**src/rtl/bca_pkg.sv**
```systemverilog
// Package for the binned covariance accumulator: opcodes, register indexes,
// the queue entry type and the back-end state type. No dependencies.
`timescale 1ns / 1ps
package bca_pkg;
    typedef enum logic [1:0] {
        MODE_LOAD   = 2'd0,
        MODE_SAMPLE = 2'd1,
        MODE_READ   = 2'd2,
        MODE_CLEAR  = 2'd3
    } mode_t;

    localparam logic [1:0] REG_FIRST_COMPONENTS  = 2'd0;
    localparam logic [1:0] REG_SECOND_COMPONENTS = 2'd1;
    localparam logic [1:0] REG_PLANE_RECIPROCAL  = 2'd2;
    localparam logic [1:0] REG_LINE_CELLS        = 2'd3;

    typedef enum logic [2:0] {
        ST_IDLE,
        ST_FETCH,
        ST_DIFF,
        ST_MUL_A,
        ST_MUL_B,
        ST_MUL_C,
        ST_WRITE,
        ST_CLEAR
    } back_state_t;

    // One classified item as it travels from the front end to the back end.
    typedef struct packed {
        mode_t        mode;
        logic         bin_ok;
        logic         sel_ok;
        logic [15:0]  bin;
        logic [3:0]   sel;
        logic [1:0]   fc;
        logic [1:0]   sc;
        logic [2:0][32:0] fv;
        logic [2:0][32:0] sv;
    } entry_t;
endpackage

```
**src/rtl/bca_front.sv**
```systemverilog
// Front end: holds configuration, classifies items and queues them.
// Depends on bca_pkg.
`timescale 1ns / 1ps
module bca_front #(
    parameter int MAX_BINS       = 1024,
    parameter int MAX_COMPONENTS = 3,
    parameter int VALUE_WIDTH    = 32
) (
    input  logic                clk,
    input  logic                rst_n,
    input  logic                cfg_write,
    input  logic [1:0]          cfg_index,
    input  logic [31:0]         cfg_data,
    input  logic                start,
    output logic                busy,
    input  logic [1:0]          mode,
    input  logic [9:0]          bin_index,
    input  logic [3:0]          moment_select,
    input  logic [95:0]         first_vec,
    input  logic [95:0]         second_vec,
    output logic [31:0]         recip,
    output logic                q_valid,
    output bca_pkg::entry_t     q_entry,
    input  logic                q_pop
);
    localparam int QD = 2;
    logic [1:0]  fc_reg, sc_reg;
    logic [31:0] recip_reg;
    logic [10:0] cells_reg;
    bca_pkg::entry_t q_reg [QD];
    logic        q_wp_reg, q_rp_reg;
    logic [1:0]  q_cnt_reg;
    logic [1:0]  fc_use, sc_use;
    logic [16:0] cells_use;
    bca_pkg::entry_t e;
    logic push;

    always_ff @(posedge clk or negedge rst_n) begin
        if (!rst_n) begin
            fc_reg    <= 2'd3;
            sc_reg    <= 2'd3;
            recip_reg <= 32'hFFFF_FFFF;
            cells_reg <= 11'd1024;
        end else if (cfg_write) begin
            unique case (cfg_index)
                bca_pkg::REG_FIRST_COMPONENTS:  fc_reg    <= cfg_data[1:0];
                bca_pkg::REG_SECOND_COMPONENTS: sc_reg    <= cfg_data[1:0];
                bca_pkg::REG_PLANE_RECIPROCAL:  recip_reg <= cfg_data;
                bca_pkg::REG_LINE_CELLS:        cells_reg <= cfg_data[10:0];
                default: ;
            endcase
        end
    end

    always_comb begin
        fc_use = (fc_reg == 2'd0) ? 2'd1 :
                 (32'(fc_reg) > MAX_COMPONENTS) ? 2'(MAX_COMPONENTS) : fc_reg;
        sc_use = (sc_reg == 2'd0) ? 2'd1 :
                 (32'(sc_reg) > MAX_COMPONENTS) ? 2'(MAX_COMPONENTS) : sc_reg;
        cells_use = (cells_reg == 11'd0) ? 17'd1 :
                    (32'(cells_reg) > MAX_BINS) ? 17'(MAX_BINS) : 17'(cells_reg);
        e.mode   = bca_pkg::mode_t'(mode);
        e.bin    = 16'(bin_index);
        e.sel    = moment_select;
        e.fc     = fc_use;
        e.sc     = sc_use;
        e.bin_ok = 17'(bin_index) < cells_use;
        e.sel_ok = 5'(moment_select) < 5'(fc_use) * 5'(sc_use);
        for (int i = 0; i < 3; i++) begin
            e.fv[i] = 33'(signed'(first_vec[i*32 +: VALUE_WIDTH]));
            e.sv[i] = 33'(signed'(second_vec[i*32 +: VALUE_WIDTH]));
        end
    end

    assign busy    = (q_cnt_reg == 2'(QD));
    assign push    = start && !busy;
    assign q_valid = (q_cnt_reg != 2'd0);
    assign q_entry = q_reg[q_rp_reg];
    assign recip   = recip_reg;

    always_ff @(posedge clk) begin
        if (push) q_reg[q_wp_reg] <= e;
    end

    always_ff @(posedge clk or negedge rst_n) begin
        if (!rst_n) begin
            q_wp_reg  <= 1'b0;
            q_rp_reg  <= 1'b0;
            q_cnt_reg <= 2'd0;
        end else begin
            if (push) q_wp_reg <= ~q_wp_reg;
            if (q_pop) q_rp_reg <= ~q_rp_reg;
            q_cnt_reg <= q_cnt_reg + 2'(push) - 2'(q_pop);
        end
    end
endmodule

```
**config.mk**
```make
export PLATFORM = sky130hd
export DESIGN_NAME = bca_front
export DESIGN_NICKNAME = d
export VERILOG_FILES = /design/src/rtl/bca_pkg.sv /design/src/rtl/bca_front.sv
export SDC_FILE = /design/constraint.sdc
export NUM_CORES = 1
export LEC_CHECK = 0
export BUFFER_PORTS_ARGS = -buffer_cell sky130_fd_sc_hd__buf_4
export CAP_MARGIN = 20
export CORE_ASPECT_RATIO = 0.75
export CORE_MARGIN = 2
export CORE_UTILIZATION = 30
export CTS_CLUSTER_DIAMETER = 60
export DETAILED_ROUTE_END_ITERATION = 8
export GPL_TIMING_DRIVEN = 0
export HOLD_SLACK_MARGIN = 0.12
export PLACE_DENSITY = 0.63
export SYNTH_ARGS = -nofsm -noshare
export SYNTH_HDL_FRONTEND = slang
export SYNTH_SLANG_ARGS = --single-unit
```
**constraint.sdc**
```tcl
create_clock -name clk -period 10.45 [get_ports clk]
set_input_delay 1.5675 -clock clk [delete_from_list [all_inputs] [get_ports clk]]
set_output_delay 1.5675 -clock clk [all_outputs]
set_load 0.01 [all_outputs]
```
==> results of run 1 <==
-- worst reg2reg max path, cell delays in order (launching register included) --
cell and delay [ns]:
dfrtp_1 0.41, nor4_1 0.31, nand3_1 0.14, o21ai_1 0.28, nand2_1 0.10, ha_1 0.30
a21oi_1 0.14, nor2_1 0.06, a211oi_1 0.19, o221a_2 0.24
-- kinds of logic after synthesis --
group	Yosys count	share of synthesized area, %
buffers and inverters	48	2.08
and+or+nand+nor	38	1.22
DFF	479	78.6
muxes	261	16.3
other	1	0.0208
adders and majority gates	16	1.11
xor gates and xnor gates	4	0.194
AOI/OAI and AO/OA	12	0.423
-- through the flow --
step,hold slack [ns],worst slack (ns)
floorplan,0.460,2.75
global placement,0.483,-0.783
detailed placement,0.489,7.08
CTS,0.505,6.42
global route,0.525,6.39
finish,0.496,6.55
-- routing by layer --
layer	up-vias	global-route usage [%]	routed length [um]
met2	331	22.2	20900
met4	4	3.92	955
met5	-	0	21
li1	4475	-	-
met1	4816	15.4	16300
met3	66	4.27	3470
-- area by class of cell --
class / instances / area share, %
Buffer: 43 / 1.45
Clock buffer: 61 / 5.38
Clock inverter: 29 / 1.05
Inverter: 5 / 0.0762
Multi-Input combinational cell: 337 / 14.2
Sequential cell: 479 / 57.6
Tap cell: 790 / 4.01
Timing Repair Buffer: 511 / 16.2
-- power breakdown --
group / internal (mW) / switching (mW) / total [mW]
logic: 1.13 / 1.09 / 2.23
clock network: 0.961 / 0.732 / 1.69
registers: 2.60 / 0.0953 / 2.70
total: 4.70 / 1.92 / 6.62
-- path summary, 6_finish.rpt --
path                                       to          from  slack (ns)  cells after the start
worst max-delay path              q_entry[98]      q_rp_reg        6.55                      6
worst min-delay path             q_cnt_reg[1]  q_cnt_reg[1]        0.50                      1
worst max register to register  q_reg[0][217]  cells_reg[4]        8.14                      9
worst min register to register   q_cnt_reg[1]  q_cnt_reg[1]        0.50                      1
max in group asynchronous        cells_reg[7]         rst_n        8.98                      1
min in group asynchronous        cells_reg[8]         rst_n        1.01                      1
-- synth_stat cells --
library cell    n  area share (%)
mux2_1          2            0.12
xor2_1          1           0.049
a211oi_1        1           0.042
mux2_2        259              16
a21o_1          1           0.042
o221a_2         1           0.062
nor3b_1         2           0.083
ha_1           16             1.1
nor4_1          1           0.035
nor3_1          1           0.028
edfxtp_1      428              71
nand3b_1        2           0.083
nand2_1         9            0.19
buf_6          17             1.1
dfstp_2        37             5.4
o21ai_1         1           0.028
nand4b_1        1           0.049
xnor2_1         3            0.15
inv_1           5            0.10
nand3b_4        1            0.11
o21a_1          1           0.042
and2_1          3            0.10
clkbuf_1        2           0.042
conb_1          1           0.021
or2_2           1           0.035
nand3_1         2           0.056
buf_2           9            0.25
and3_1          1           0.035
nand2b_1        8            0.28
nand4_1         1           0.035
a21oi_1         5            0.14
dfrtp_1        14             1.9
nor2_1          5            0.10
o211ai_1        1           0.042
buf_4          15            0.62
o21ai_0         1           0.028
==> tab_implementation.tex, run 1 <==
\begin{tabular}{lr}
\hline
Metric & Value \\
\hline
\multicolumn{2}{l}{\textbf{Routing}} \\
\quad Initial DRC count & 401 \\
\quad Routed wire per std cell & 18.4 um \\
\quad ANT nets after route & 0 \\
\quad First-pass iteration count of the detailed router & 4 \\
\quad Vias & 9,692 \\
\quad Final routed DRC violation total & 0 \\
\quad Routed wire length & 41,600 um \\
\quad Average vias per placed instance & 4.30 \\
\multicolumn{2}{l}{\textbf{Floorplanning}} \\
\quad Chip Height & 216 um \\
\quad Die outline area & 0.0621 sq mm \\
\quad Site row count & 77 \\
\quad Starting utilization of the core area & 30.5\% \\
\quad Chip Width & 287 um \\
\quad Number of primary I/O pins & 507 \\
\quad Area inside the core boundary & 0.0592 sq mm \\
\multicolumn{2}{l}{\textbf{Critical path}} \\
\quad Critical path fanouts, max & 10 \\
\quad Kind of start point of the critical path & register \\
\quad Cells along the critical path & buf\_2 -> buf\_6 -> buf\_6 -> mux2\_2 -> buf\_4 -> buf\_4 \\
\quad Critical setup path kind & register to primary output \\
\quad Worst Setup End Kind & primary output \\
\quad Standard cell with the maximum stage delay on the critical path & mux2\_2 \\
\quad Data arrival time at the worst-slack endpoint & 2.33 ns \\
\quad Bufs and invs on worst path & 5 \\
\quad Gate family responsible for the most delay along the worst path & buffers and inverters \\
\quad CP Data Required Time & 8.88 ns \\
\quad Slowest cell delay on critical path & 0.37 ns \\
\multicolumn{2}{l}{\textbf{Synthesis}} \\
\quad Post-Syn Area per Cell & 21.0 sq um \\
\quad Seq/Total Area, Yosys & 78.6\% \\
\quad Synth unique cells & 36 \\
\quad Post-synthesis cell area & 0.0180 sq mm \\
\quad Number of warnings reported in the yosys synthesis log & 0 \\
\quad Instance count of the mapped netlist & 859 \\
\quad Total of flip-flops plus latches after synthesis & 479 \\
\multicolumn{2}{l}{\textbf{STA}} \\
\quad Number of pins with negative max-slew slack in the final report & 0 \\
\quad Unrepaired setup endpoints after global routing & false \\
\quad Achievable Freq & 257 MHz \\
\quad Worst slew margin relative to its limit & 40.9\% \\
\quad Endpoints failing hold & 0 \\
\quad Time the worst path needs with I/O delays and setup & 3.90 ns \\
\quad Portion of the clock cycle consumed by the worst path in the final layout & 37.3\% \\
\quad Worst setup skew after layout & 0.0188 ns \\
\quad Total Neg Setup Slack & 0 ns \\
\quad Final count of negative-setup-slack endpoints & 0 \\
\quad Measured slew at the worst slew-check pin & 0.886 ns \\
\multicolumn{2}{l}{\textbf{Cells and area}} \\
\quad Most common cell after layout, fill and taps aside & buf\_4 \\
\quad Number of nets in the layout & 1,690 \\
\quad Number of non-filler instances in the completed layout & 2,255 \\
\quad Final non-filler cell area & 0.0246 sq mm \\
\quad Count of fill cells added during filler insertion & 5,328 \\
\quad Max FFs per register & 428 \\
\quad ANT cells & 0 \\
\quad Area delta synth->final & 36.6\% \\
\quad Fraction of layout instances using a drive strength above 1 & 63.1\% \\
\quad Area used by multi-input combinational logic & 0.00351 sq mm \\
\quad Share of the core filled with cells & 41.6\% \\
\quad Storage cell area & 0.0142 sq mm \\
\quad Leading cell types in the layout, fill and taps excluded & 515 x buf\_4, 428 x edfxtp\_1, 259 x mux2\_2, 51 x clkbuf\_16, 37 x dfstp\_2 \\
\multicolumn{2}{l}{\textbf{Place}} \\
\quad Placed insts & 2,165 \\
\quad Placer's final routability congestion estimate & 0.753 \\
\quad Half-perimeter wire length after detailed placement & 30,100 um \\
\quad Dpl cell area & 0.0230 sq mm \\
\quad Number of buffers inserted by port buffering & 500 \\
\multicolumn{2}{l}{\textbf{Clock network}} \\
\quad Num Clock Sinks & 479 \\
\quad Clock tree from TritonCTS & built \\
\quad Resized cells post-CTS & 0 \\
\quad Number of buffers inserted during clock tree synthesis & 50 \\
\quad Clock slew at reported path FFs & 0.06 ns \\
\quad Largest buffer count on any clock path & 3 \\
\quad Post-CTS Setup Bufs & 0 \\
\quad Source-to-sink clock delay at the later pin of the worst-skew pair & 0.58 ns \\
\quad Post-CTS Hold Fix Bufs & 0 \\
\quad Root buf cell & clkbuf\_16 \\
\quad H-tree depth & 2 \\
\multicolumn{2}{l}{\textbf{Min path}} \\
\quad Type of the tightest min-delay check & register to register \\
\multicolumn{2}{l}{\textbf{Power and ir drop}} \\
\quad PnR Total Power & 6.62 mW \\
\quad Power per cell area & 269 mW/mm\^{}2 \\
\quad Peak supply drop & 155 uV \\
\quad Leakage dissipation & 9.35 nW \\
\multicolumn{2}{l}{\textbf{Global routing}} \\
\quad Antenna violations before repair & 2 \\
\quad Via count of the first global-routing pass & 10,300 \\
\quad Pin count of the biggest net entering global routing & 58 \\
\quad Gr usage total & 13.0\% \\
\quad Overall overflow remaining after global route & 0 \\
\quad Wire length of the first global-routing pass & 61,600 um \\
\multicolumn{2}{l}{\textbf{Run}} \\
\quad Maxcap violations & 0 \\
\multicolumn{2}{l}{\textbf{Run status}} \\
\quad Status & finished, final reports clean \\
\hline
\end{tabular}
(Power assumes the default switching activity.)
==> inputs of run 2 (changes only) <==
ABC_AREA = 1   (was not set)
PLACE_DENSITY = 0.61   (was 0.63)
clock period = 3.7 ns   (was 10.45 ns; I/O delays follow)
==> tab_implementation.tex, run 2 <==
\begin{tabular}{lr}
\hline
Metric & Value \\
\hline
\multicolumn{2}{l}{\textbf{Synthesis}} \\
\quad Post-Syn Area per Cell & 20.2 sq um (was 21.0 sq um) \\
\quad Synthesized-area fraction occupied by adder cells & 1.08\% (was 1.11\%) \\
\quad Synth Area in XOR/XNOR & 0.189\% (was 0.194\%) \\
\quad Seq/Total Area, Yosys & 76.7\% (was 78.6\%) \\
\quad Post-synthesis cell area & 0.0185 sq mm (was 0.0180 sq mm) \\
\quad Number of warnings reported in the yosys synthesis log & 0 (unchanged) \\
\quad Post-synth top area share & 69.5\% (was 71.3\%) \\
\quad Proportion of register bits with asynchronous set or reset after synthesis & 10.6\% (unchanged) \\
\quad Most frequent cell after synthesis & edfxtp\_1 (unchanged) \\
\quad Mux share of post-synthesis cell area & 16.7\% (was 16.3\%) \\
\quad Synth unique cells & 30 (was 36) \\
\quad Combinational family with the most area after synthesis & multiplexers (unchanged) \\
\quad Instance count of the mapped netlist & 916 (was 859) \\
\quad Total of flip-flops plus latches after synthesis & 479 (unchanged) \\
\quad Synth Area in Compound Gates & 1.20\% (was 0.423\%) \\
\quad Top\_reg\_cell synth & edfxtp\_1 (unchanged) \\
\quad Most numerous cell types in the synthesized netlist & 428 x edfxtp\_1, 118 x mux2\_4, 117 x mux2\_2 (was 428 x edfxtp\_1, 259 x mux2\_2, 37 x dfstp\_2) \\
\quad Area fraction in and, or, nand and nor cells after synthesis & 1.58\% (was 1.22\%) \\
\quad Leading area contributor after synthesis & edfxtp\_1 (unchanged) \\
\quad Main area contributors after synthesis & edfxtp\_1 70\%, mux2\_4 9.6\%, mux2\_2 7.1\% (was edfxtp\_1 71\%, mux2\_2 16\%, dfstp\_2 5.4\%) \\
\quad Number of enable flip-flop cells after synthesis & 428 (unchanged) \\
\multicolumn{2}{l}{\textbf{Critical path}} \\
\quad Most numerous cell on the critical path & buf\_6 \\
\quad Critical path fanouts, max & 10 (unchanged) \\
\quad Number of cells on the worst reg-to-reg path & 6 (was 9) \\
\quad Cells along the critical path & buf\_6 -> buf\_6 -> buf\_6 -> mux2\_4 -> buf\_4 -> buf\_4 (was buf\_2 -> buf\_6 -> buf\_6 -> mux2\_2 -> buf\_4 -> buf\_4) \\
\quad Stages on the worst setup path & 6 (unchanged) \\
\quad Reg-to-reg critical path startpoint & q\_cnt\_reg[1] (was cells\_reg[4]) \\
\quad Data arrival time at the worst-slack endpoint & 2.13 ns (was 2.33 ns) \\
\quad Kind of start point of the critical path & register (unchanged) \\
\quad Worst flop-to-flop path endpoint & q\_reg[1][105] (was q\_reg[0][217]) \\
\quad Critical setup path kind & register to primary output (unchanged) \\
\quad Bufs and invs on worst path & 5 (unchanged) \\
\quad Slowest cell delay on critical path & 0.35 ns (was 0.37 ns) \\
\quad Gate family responsible for the most delay along the worst path & buffers and inverters (unchanged) \\
\quad CP Data Required Time & 3.14 ns (was 8.88 ns) \\
\quad Setup slack of the worst register-to-register path & 1.34 ns (was 8.14 ns) \\
\quad Standard cell with the maximum stage delay on the critical path & dfrtp\_1 (was mux2\_2) \\
\quad Crit path capture & q\_entry[65] (was q\_entry[98]) \\
\quad Worst Setup End Kind & primary output (unchanged) \\
\quad Startpoint of the most critical setup path & q\_rp\_reg (unchanged) \\
\multicolumn{2}{l}{\textbf{Routing}} \\
\quad Highest metal layer with signal wires & met5 (unchanged) \\
\quad ANT nets after route & 0 (unchanged) \\
\quad Routed wire length & 42,500 um (was 41,600 um) \\
\quad Total met2 wirelength after detailed routing & 21,000 um (was 20,900 um) \\
\quad Final routed DRC violation total & 0 (unchanged) \\
\quad Initial DRC count & 439 (was 401) \\
\quad Routed wire per std cell & 17.9 um (was 18.4 um) \\
\quad Average vias per placed instance & 4.26 (was 4.30) \\
\quad Met3 wire length & 3850 um (was 3470 um) \\
\quad Wire length on met1 & 16,700 um (was 16,300 um) \\
\quad Vias & 10,100 (was 9,692) \\
\quad First-pass iteration count of the detailed router & 4 (unchanged) \\
\multicolumn{2}{l}{\textbf{Cells and area}} \\
\quad Share of the core filled with cells & 42.3\% (was 41.6\%) \\
\quad Most common cell after layout, fill and taps aside & buf\_4 (unchanged) \\
\quad Leading cell types in the layout, fill and taps excluded & 512 x buf\_4, 428 x edfxtp\_1, 118 x mux2\_4, 117 x mux2\_2, 54 x clkbuf\_16 (was 515 x buf\_4, 428 x edfxtp\_1, 259 x mux2\_2, 51 x clkbuf\_16, 37 x dfstp\_2) \\
\quad Number of nets in the layout & 1,790 (was 1,690) \\
\quad Fraction of layout instances using a drive strength above 1 & 57.8\% (was 63.1\%) \\
\quad Max FFs per register & 428 (unchanged) \\
\quad Area delta synth->final & 39.0\% (was 36.6\%) \\
\quad Count of fill cells added during filler insertion & 5,413 (was 5,328) \\
\multicolumn{2}{l}{\textbf{Place}} \\
\quad Number of buffers inserted by port buffering & 500 (unchanged) \\
\quad Placer's final routability congestion estimate & 0.750 (was 0.753) \\
\quad Half-perimeter wire length after detailed placement & 30,700 um (was 30,100 um) \\
\multicolumn{2}{l}{\textbf{Floorplanning}} \\
\quad Number of primary I/O pins & 507 (unchanged) \\
\quad Die outline area & 0.0637 sq mm (was 0.0621 sq mm) \\
\quad Starting utilization of the core area & 30.5\% (about the same) \\
\quad Site row count & 78 (was 77) \\
\quad Chip Width & 291 um (was 287 um) \\
\quad Area inside the core boundary & 0.0607 sq mm (was 0.0592 sq mm) \\
\quad Chip Height & 219 um (was 216 um) \\
\multicolumn{2}{l}{\textbf{Global routing}} \\
\quad Antenna violations before repair & 3 (was 2) \\
\quad Overall overflow remaining after global route & 0 (unchanged) \\
\quad Pin count of the biggest net entering global routing & 52 (was 58) \\
\quad Wire length of the first global-routing pass & 63,300 um (was 61,600 um) \\
\quad Via count of the first global-routing pass & 10,700 (was 10,300) \\
\quad Gr usage total & 12.9\% (was 13.0\%) \\
\multicolumn{2}{l}{\textbf{Run}} \\
\quad Maxcap violations & 0 (unchanged) \\
\multicolumn{2}{l}{\textbf{Run status}} \\
\quad Status & finished, final reports clean (unchanged) \\
\multicolumn{2}{l}{\textbf{STA}} \\
\quad Portion of the clock cycle consumed by the worst path in the final layout & 72.5\% \\
\quad Measured slew at the worst slew-check pin & 0.784 ns (was 0.886 ns) \\
\quad Final hold slack & 0.167 ns (was 0.496 ns) \\
\quad Achievable Freq & 373 MHz \\
\quad Unrepaired setup endpoints after global routing & false (unchanged) \\
\quad Total Neg Setup Slack & 0 ns (unchanged) \\
\quad Worst setup skew after layout & 0.0110 ns (was 0.0188 ns) \\
\quad Endpoints failing hold & 0 (unchanged) \\
\quad Worst slew margin relative to its limit & 47.6\% (was 40.9\%) \\
\quad Final count of negative-setup-slack endpoints & 0 (unchanged) \\
\quad Number of pins with negative max-slew slack in the final report & 0 (unchanged) \\
\quad Time the worst path needs with I/O delays and setup & 2.68 ns \\
\multicolumn{2}{l}{\textbf{Power and ir drop}} \\
\quad Leakage dissipation & 10.2 nW (was 9.35 nW) \\
\quad Peak supply drop & 373 uV (was 155 uV) \\
\quad Power per cell area & 761 mW/mm\^{}2 (was 269 mW/mm\^{}2) \\
\multicolumn{2}{l}{\textbf{Clock network}} \\
\quad H-tree depth & 2 (unchanged) \\
\quad Number of buffers inserted during clock tree synthesis & 50 (unchanged) \\
\quad Post-CTS Hold Fix Bufs & 40 (was 0) \\
\quad Source-to-sink clock delay at the later pin of the worst-skew pair & 0.57 ns (was 0.58 ns) \\
\quad Num Clock Sinks & 479 (unchanged) \\
\quad Resized cells post-CTS & 0 (unchanged) \\
\quad Largest buffer count on any clock path & 3 (unchanged) \\
\quad Post-CTS Setup Bufs & 0 (unchanged) \\
\quad Clock slew at reported path FFs & 0.06 ns (about the same) \\
\quad Clock tree from TritonCTS & built (unchanged) \\
\quad Root buf cell & clkbuf\_16 (unchanged) \\
\multicolumn{2}{l}{\textbf{Min path}} \\
\quad Min-Delay Startpoint & first\_vec[78] (was q\_cnt\_reg[1]) \\
\quad Type of the tightest min-delay check & primary input to register (was register to register) \\
\hline
\end{tabular}
-- run 2: cell types whose count changed after synthesis, sizes merged, moves of 8 or more --
| cell | before | now |
|---|---|---|
| nor2 | 5 | 14 |
| inv | 5 | 28 |
| mux2 | 261 | 235 |
| o21ai | 2 | 27 |
| nand2 | 9 | 48 |
| nand2b | 8 | 0 |
-- run 2: final cells by class --
| type | instances | area, sq um | share of cell area (%) |
|---|---|---|---|
| buffer | 44 | 369 | 1.44 |
| antenna | 1 | 2.50 | 0.00974 |
| inverter | 28 | 105 | 0.409 |
| tap | 800 | 1000 | 3.89 |
| clock inverter | 21 | 294 | 1.14 |
| timing repair buffer | 554 | 4430 | 17.3 |
| multi-input combinational | 370 | 3890 | 15.1 |
| clock buffer | 71 | 1440 | 5.58 |
| sequential | 479 | 14200 | 55.1 |
-- run 2: how the worst min path moves through the flow --
stage	to	slack, ns	cells past startpoint
3_5_place_dp	recip[6]	0.49	2
3_3_place_gp	fc_reg[0]	0.48	2
4_1_cts	q_reg[1][114]	0.12	1
2_1_floorplan	cells_reg[0]	0.26	0
6_report	q_reg[0][179]	0.17	1
5_1_grt	q_reg[0][187]	0.13	1
-- run 2: per-stage QoR --
step | instance area, sq um | total power, mW | setup slack (ns) | cells
4_1_cts | 25700 | 19.9 | 0.920 | 2367
2_1_floorplan | 18500 | 11.5 | -0.533 | 921
3_5_place_dp | 23600 | 14.6 | 1.17 | 2235
6_report | 25700 | 19.6 | 1.02 | 2368
5_1_grt | 25700 | 20.5 | 0.908 | 2367
3_3_place_gp | 23300 | 14.5 | -2.62 | 2221
-- run 2: power breakdown --
group / total, mW / switching, mW / internal [mW]
logic: 6.72 / 3.19 / 3.54
clock network: 5.22 / 2.03 / 3.20
registers: 7.62 / 0.291 / 7.33
-- run 2: metal layers --
metal | up-vias | track usage, %
met4 | 2 | 3.68
li1 | 4701 | -
met2 | 368 | 22.3
met5 | - | 0
met3 | 69 | 5.13
met1 | 4940 | 14.8
-- run 2: cells by family (layout without fill, tap and decap cells) --
logic type / after synthesis / in the layout
multiplexers: 235 / 235
AO/OA/AOI/OAI: 39 / 39
adder cells (fa/ha/maj): 16 / 16
XOR/XNOR: 4 / 4
buffers and inverters: 72 / 718
AND/OR/NAND/NOR: 70 / 70
flip-flops: 479 / 479
other: 1 / 7
==> inputs of run 3 (changes only) <==
clock period = 2.8 ns   (was 3.7 ns; I/O delays follow)
==> tab_implementation.tex, run 3 (synthesis gave the netlist of run 2 again) <==
\begin{tabular}{lr}
\hline
Metric & Value \\
\hline
\multicolumn{2}{l}{\textbf{STA}} \\
\quad Endpoints failing hold & 0 (unchanged) \\
\quad Portion of the clock cycle consumed by the worst path in the final layout & 93.2\% \\
\quad Total Neg Setup Slack & 0 ns (unchanged) \\
\quad Final count of negative-setup-slack endpoints & 0 (unchanged) \\
\quad Minimum setup slack in the final design & 0.190 ns (was 1.02 ns) \\
\quad Achievable Freq & 383 MHz \\
\quad Worst slew margin relative to its limit & 57.1\% (was 47.6\%) \\
\quad Time the worst path needs with I/O delays and setup & 2.61 ns \\
\quad Worst setup skew after layout & 0.0237 ns (was 0.0110 ns) \\
\quad Measured slew at the worst slew-check pin & 0.643 ns (was 0.784 ns) \\
\quad Unrepaired setup endpoints after global routing & false (unchanged) \\
\quad Number of pins with negative max-slew slack in the final report & 0 (unchanged) \\
\multicolumn{2}{l}{\textbf{Cells and area}} \\
\quad Max FFs per register & 428 (unchanged) \\
\quad Final non-filler cell area & 0.0276 sq mm (was 0.0257 sq mm) \\
\quad Count of fill cells added during filler insertion & 5,312 (was 5,413) \\
\quad Number of non-filler instances in the completed layout & 2,565 (was 2,368) \\
\quad Fraction of layout instances using a drive strength above 1 & 51.5\% (was 57.8\%) \\
\quad Number of nets in the layout & 1,989 (was 1,790) \\
\quad Leading cell types in the layout, fill and taps excluded & 512 x buf\_4, 428 x edfxtp\_1, 238 x dlygate4sd3\_1, 118 x mux2\_4, 117 x mux2\_2 (was 512 x buf\_4, 428 x edfxtp\_1, 118 x mux2\_4, 117 x mux2\_2, 54 x clkbuf\_16) \\
\quad Area delta synth->final & 49.5\% (was 39.0\%) \\
\quad Most common cell after layout, fill and taps aside & buf\_4 (unchanged) \\
\multicolumn{2}{l}{\textbf{Clock network}} \\
\quad Root buf cell & clkbuf\_16 (unchanged) \\
\quad Source-to-sink clock delay at the later pin of the worst-skew pair & 0.57 ns (about the same) \\
\quad H-tree depth & 2 (unchanged) \\
\quad Clock slew at reported path FFs & 0.06 ns (about the same) \\
\quad Clock tree from TritonCTS & built (unchanged) \\
\quad Number of buffers inserted during clock tree synthesis & 49 (was 50) \\
\quad Num Clock Sinks & 479 (unchanged) \\
\quad Largest buffer count on any clock path & 3 (unchanged) \\
\multicolumn{2}{l}{\textbf{Place}} \\
\quad Setup Slack @ Placement & 0.470 ns (was 1.17 ns) \\
\quad Half-perimeter wire length after detailed placement & 31,100 um (was 30,700 um) \\
\quad Placer's final routability congestion estimate & 0.754 (was 0.750) \\
\quad Number of buffers inserted by port buffering & 500 (unchanged) \\
\quad Dpl cell area & 0.0236 sq mm (about the same) \\
\quad Placed insts & 2,237 (was 2,235) \\
\multicolumn{2}{l}{\textbf{Routing}} \\
\quad Total met2 wirelength after detailed routing & 22,500 um (was 21,000 um) \\
\quad First-pass iteration count of the detailed router & 4 (unchanged) \\
\quad Wire length on met1 & 17,800 um (was 16,700 um) \\
\quad Average vias per placed instance & 4.28 (was 4.26) \\
\quad Met3 wire length & 3370 um (was 3850 um) \\
\quad Vias & 11,000 (was 10,100) \\
\quad Initial DRC count & 439 (unchanged) \\
\quad Final routed DRC violation total & 0 (unchanged) \\
\quad Routed wire length & 44,800 um (was 42,500 um) \\
\quad Highest metal layer with signal wires & met5 (unchanged) \\
\quad ANT nets after route & 0 (unchanged) \\
\quad Routed wire per std cell & 17.5 um (was 17.9 um) \\
\multicolumn{2}{l}{\textbf{Global routing}} \\
\quad Via count of the first global-routing pass & 11,900 (was 10,700) \\
\quad Wire length of the first global-routing pass & 67,500 um (was 63,300 um) \\
\quad Gr usage total & 13.6\% (was 12.9\%) \\
\quad Antenna violations before repair & 4 (was 3) \\
\quad Overall overflow remaining after global route & 0 (unchanged) \\
\quad Pin count of the biggest net entering global routing & 52 (unchanged) \\
\multicolumn{2}{l}{\textbf{Floorplanning}} \\
\quad Die outline area & 0.0637 sq mm (unchanged) \\
\quad Number of primary I/O pins & 507 (unchanged) \\
\quad Chip Width & 291 um (unchanged) \\
\quad Starting utilization of the core area & 30.5\% (unchanged) \\
\quad Site row count & 78 (unchanged) \\
\quad Chip Height & 219 um (unchanged) \\
\quad Area inside the core boundary & 0.0607 sq mm (unchanged) \\
\multicolumn{2}{l}{\textbf{Critical path}} \\
\quad Slowest cell delay on critical path & 0.46 ns (was 0.35 ns) \\
\quad CP Data Required Time & 2.38 ns (was 3.14 ns) \\
\quad Critical path fanouts, max & 10 (unchanged) \\
\quad Kind of start point of the critical path & register (unchanged) \\
\quad Data arrival time at the worst-slack endpoint & 2.19 ns (was 2.13 ns) \\
\quad Gate family responsible for the most delay along the worst path & buffers and inverters (unchanged) \\
\quad Bufs and invs on worst path & 4 (was 5) \\
\quad Worst Setup End Kind & primary output (unchanged) \\
\quad Number of cells on the worst reg-to-reg path & 7 (was 6) \\
\quad Cells along the critical path & buf\_6 -> buf\_2 -> mux2\_2 -> buf\_4 -> buf\_4 (was buf\_6 -> buf\_6 -> buf\_6 -> mux2\_4 -> buf\_4 -> buf\_4) \\
\quad Standard cell with the maximum stage delay on the critical path & mux2\_2 (was dfrtp\_1) \\
\quad Critical setup path kind & register to primary output (unchanged) \\
\quad Stages on the worst setup path & 5 (was 6) \\
\quad Most numerous cell on the critical path & buf\_4 (was buf\_6) \\
\multicolumn{2}{l}{\textbf{Power and ir drop}} \\
\quad Peak supply drop & 483 uV (was 373 uV) \\
\quad Power per cell area & 937 mW/mm\^{}2 (was 761 mW/mm\^{}2) \\
\quad Leakage dissipation & 11.0 nW (was 10.2 nW) \\
\quad PnR Total Power & 25.9 mW (was 19.6 mW) \\
\multicolumn{2}{l}{\textbf{Run status}} \\
\quad Status & finished, final reports clean (unchanged) \\
\multicolumn{2}{l}{\textbf{Min path}} \\
\quad Type of the tightest min-delay check & primary input to register (unchanged) \\
\quad Hold path cells & 3 (was 1) \\
\multicolumn{2}{l}{\textbf{Run}} \\
\quad Maxcap violations & 0 (unchanged) \\
\hline
\end{tabular}
[run 3: cell count changes in the layout (fill, tap and decap cells not counted), moves of 2 or more]
cell,before,now
dlygate4sd3_1,40,238
clkbuf_1,20,13
bufinv_16,7,4
clkinv_1,4,7
clkinv_8,0,3
inv_8,3,0
buf_16,0,2
clkbuf_16,54,52
clkinv_2,7,9
[run 3: per-stage QoR]
step                      hold WS [ns]  utilization [%]
after detailed placement         0.485             38.9
after global routing             0.161             45.5
after floorplan                  0.124                -
final                            0.180             45.5
after CTS                        0.127             45.5
after global placement           0.468             38.4
[run 3: final cells by class]
| type | count | area (sq um) | share of cell area (%) |
|---|---|---|---|
| antenna | 2 | 5.00 | 0.0181 |
| buffer | 44 | 369 | 1.34 |
| clock buffer | 63 | 1370 | 4.97 |
| clock inverter | 25 | 256 | 0.928 |
| inverter | 28 | 105 | 0.380 |
| multi-input combinational | 370 | 3890 | 14.1 |
| sequential | 479 | 14200 | 51.3 |
| tap | 800 | 1000 | 3.62 |
| timing repair buffer | 754 | 6470 | 23.4 |
[run 3: power by group]
part           leakage (nW)  internal (mW)  switching [mW]
logic                  5.72           4.91            4.37
clock network         0.800           3.84            2.69
registers              4.53           9.69           0.393
total                  11.0           18.4            7.45
[run 3: tightest hold or removal path: stages]
cell and delay (ns):
buf_4 0.10, inv_1 0.10, o21ai_0 0.11
[run 3: final timing paths]
path	startpoint	end	slack, ns
worst min register to register	recip[6]	recip[6]	0.50
worst max register to register	q_cnt_reg[1]	q_reg[0][93]	0.51
min in group asynchronous	rst_n	q_cnt_reg[0]	0.45
worst max-delay path	q_rp_reg	q_entry[32]	0.19
worst min-delay path	cfg_data[2]	recip[2]	0.18
max in group asynchronous	rst_n	recip[11]	1.93
[run 3: repair_timing]
action                                  in CTS  in global routing
endpoints found under the setup margin       0                  0
resized for setup                            0                  0
hold endpoints to repair                   466                  0
hold buffers                               238                  0
buffers inserted                             0                  0
[run 3: per-layer routing]
layer,track usage (%),vias to the layer above
met1,15.9,5448
li1,-,5098
met2,24.1,361
met3,4.31,81
met4,4.20,2
met5,0,-
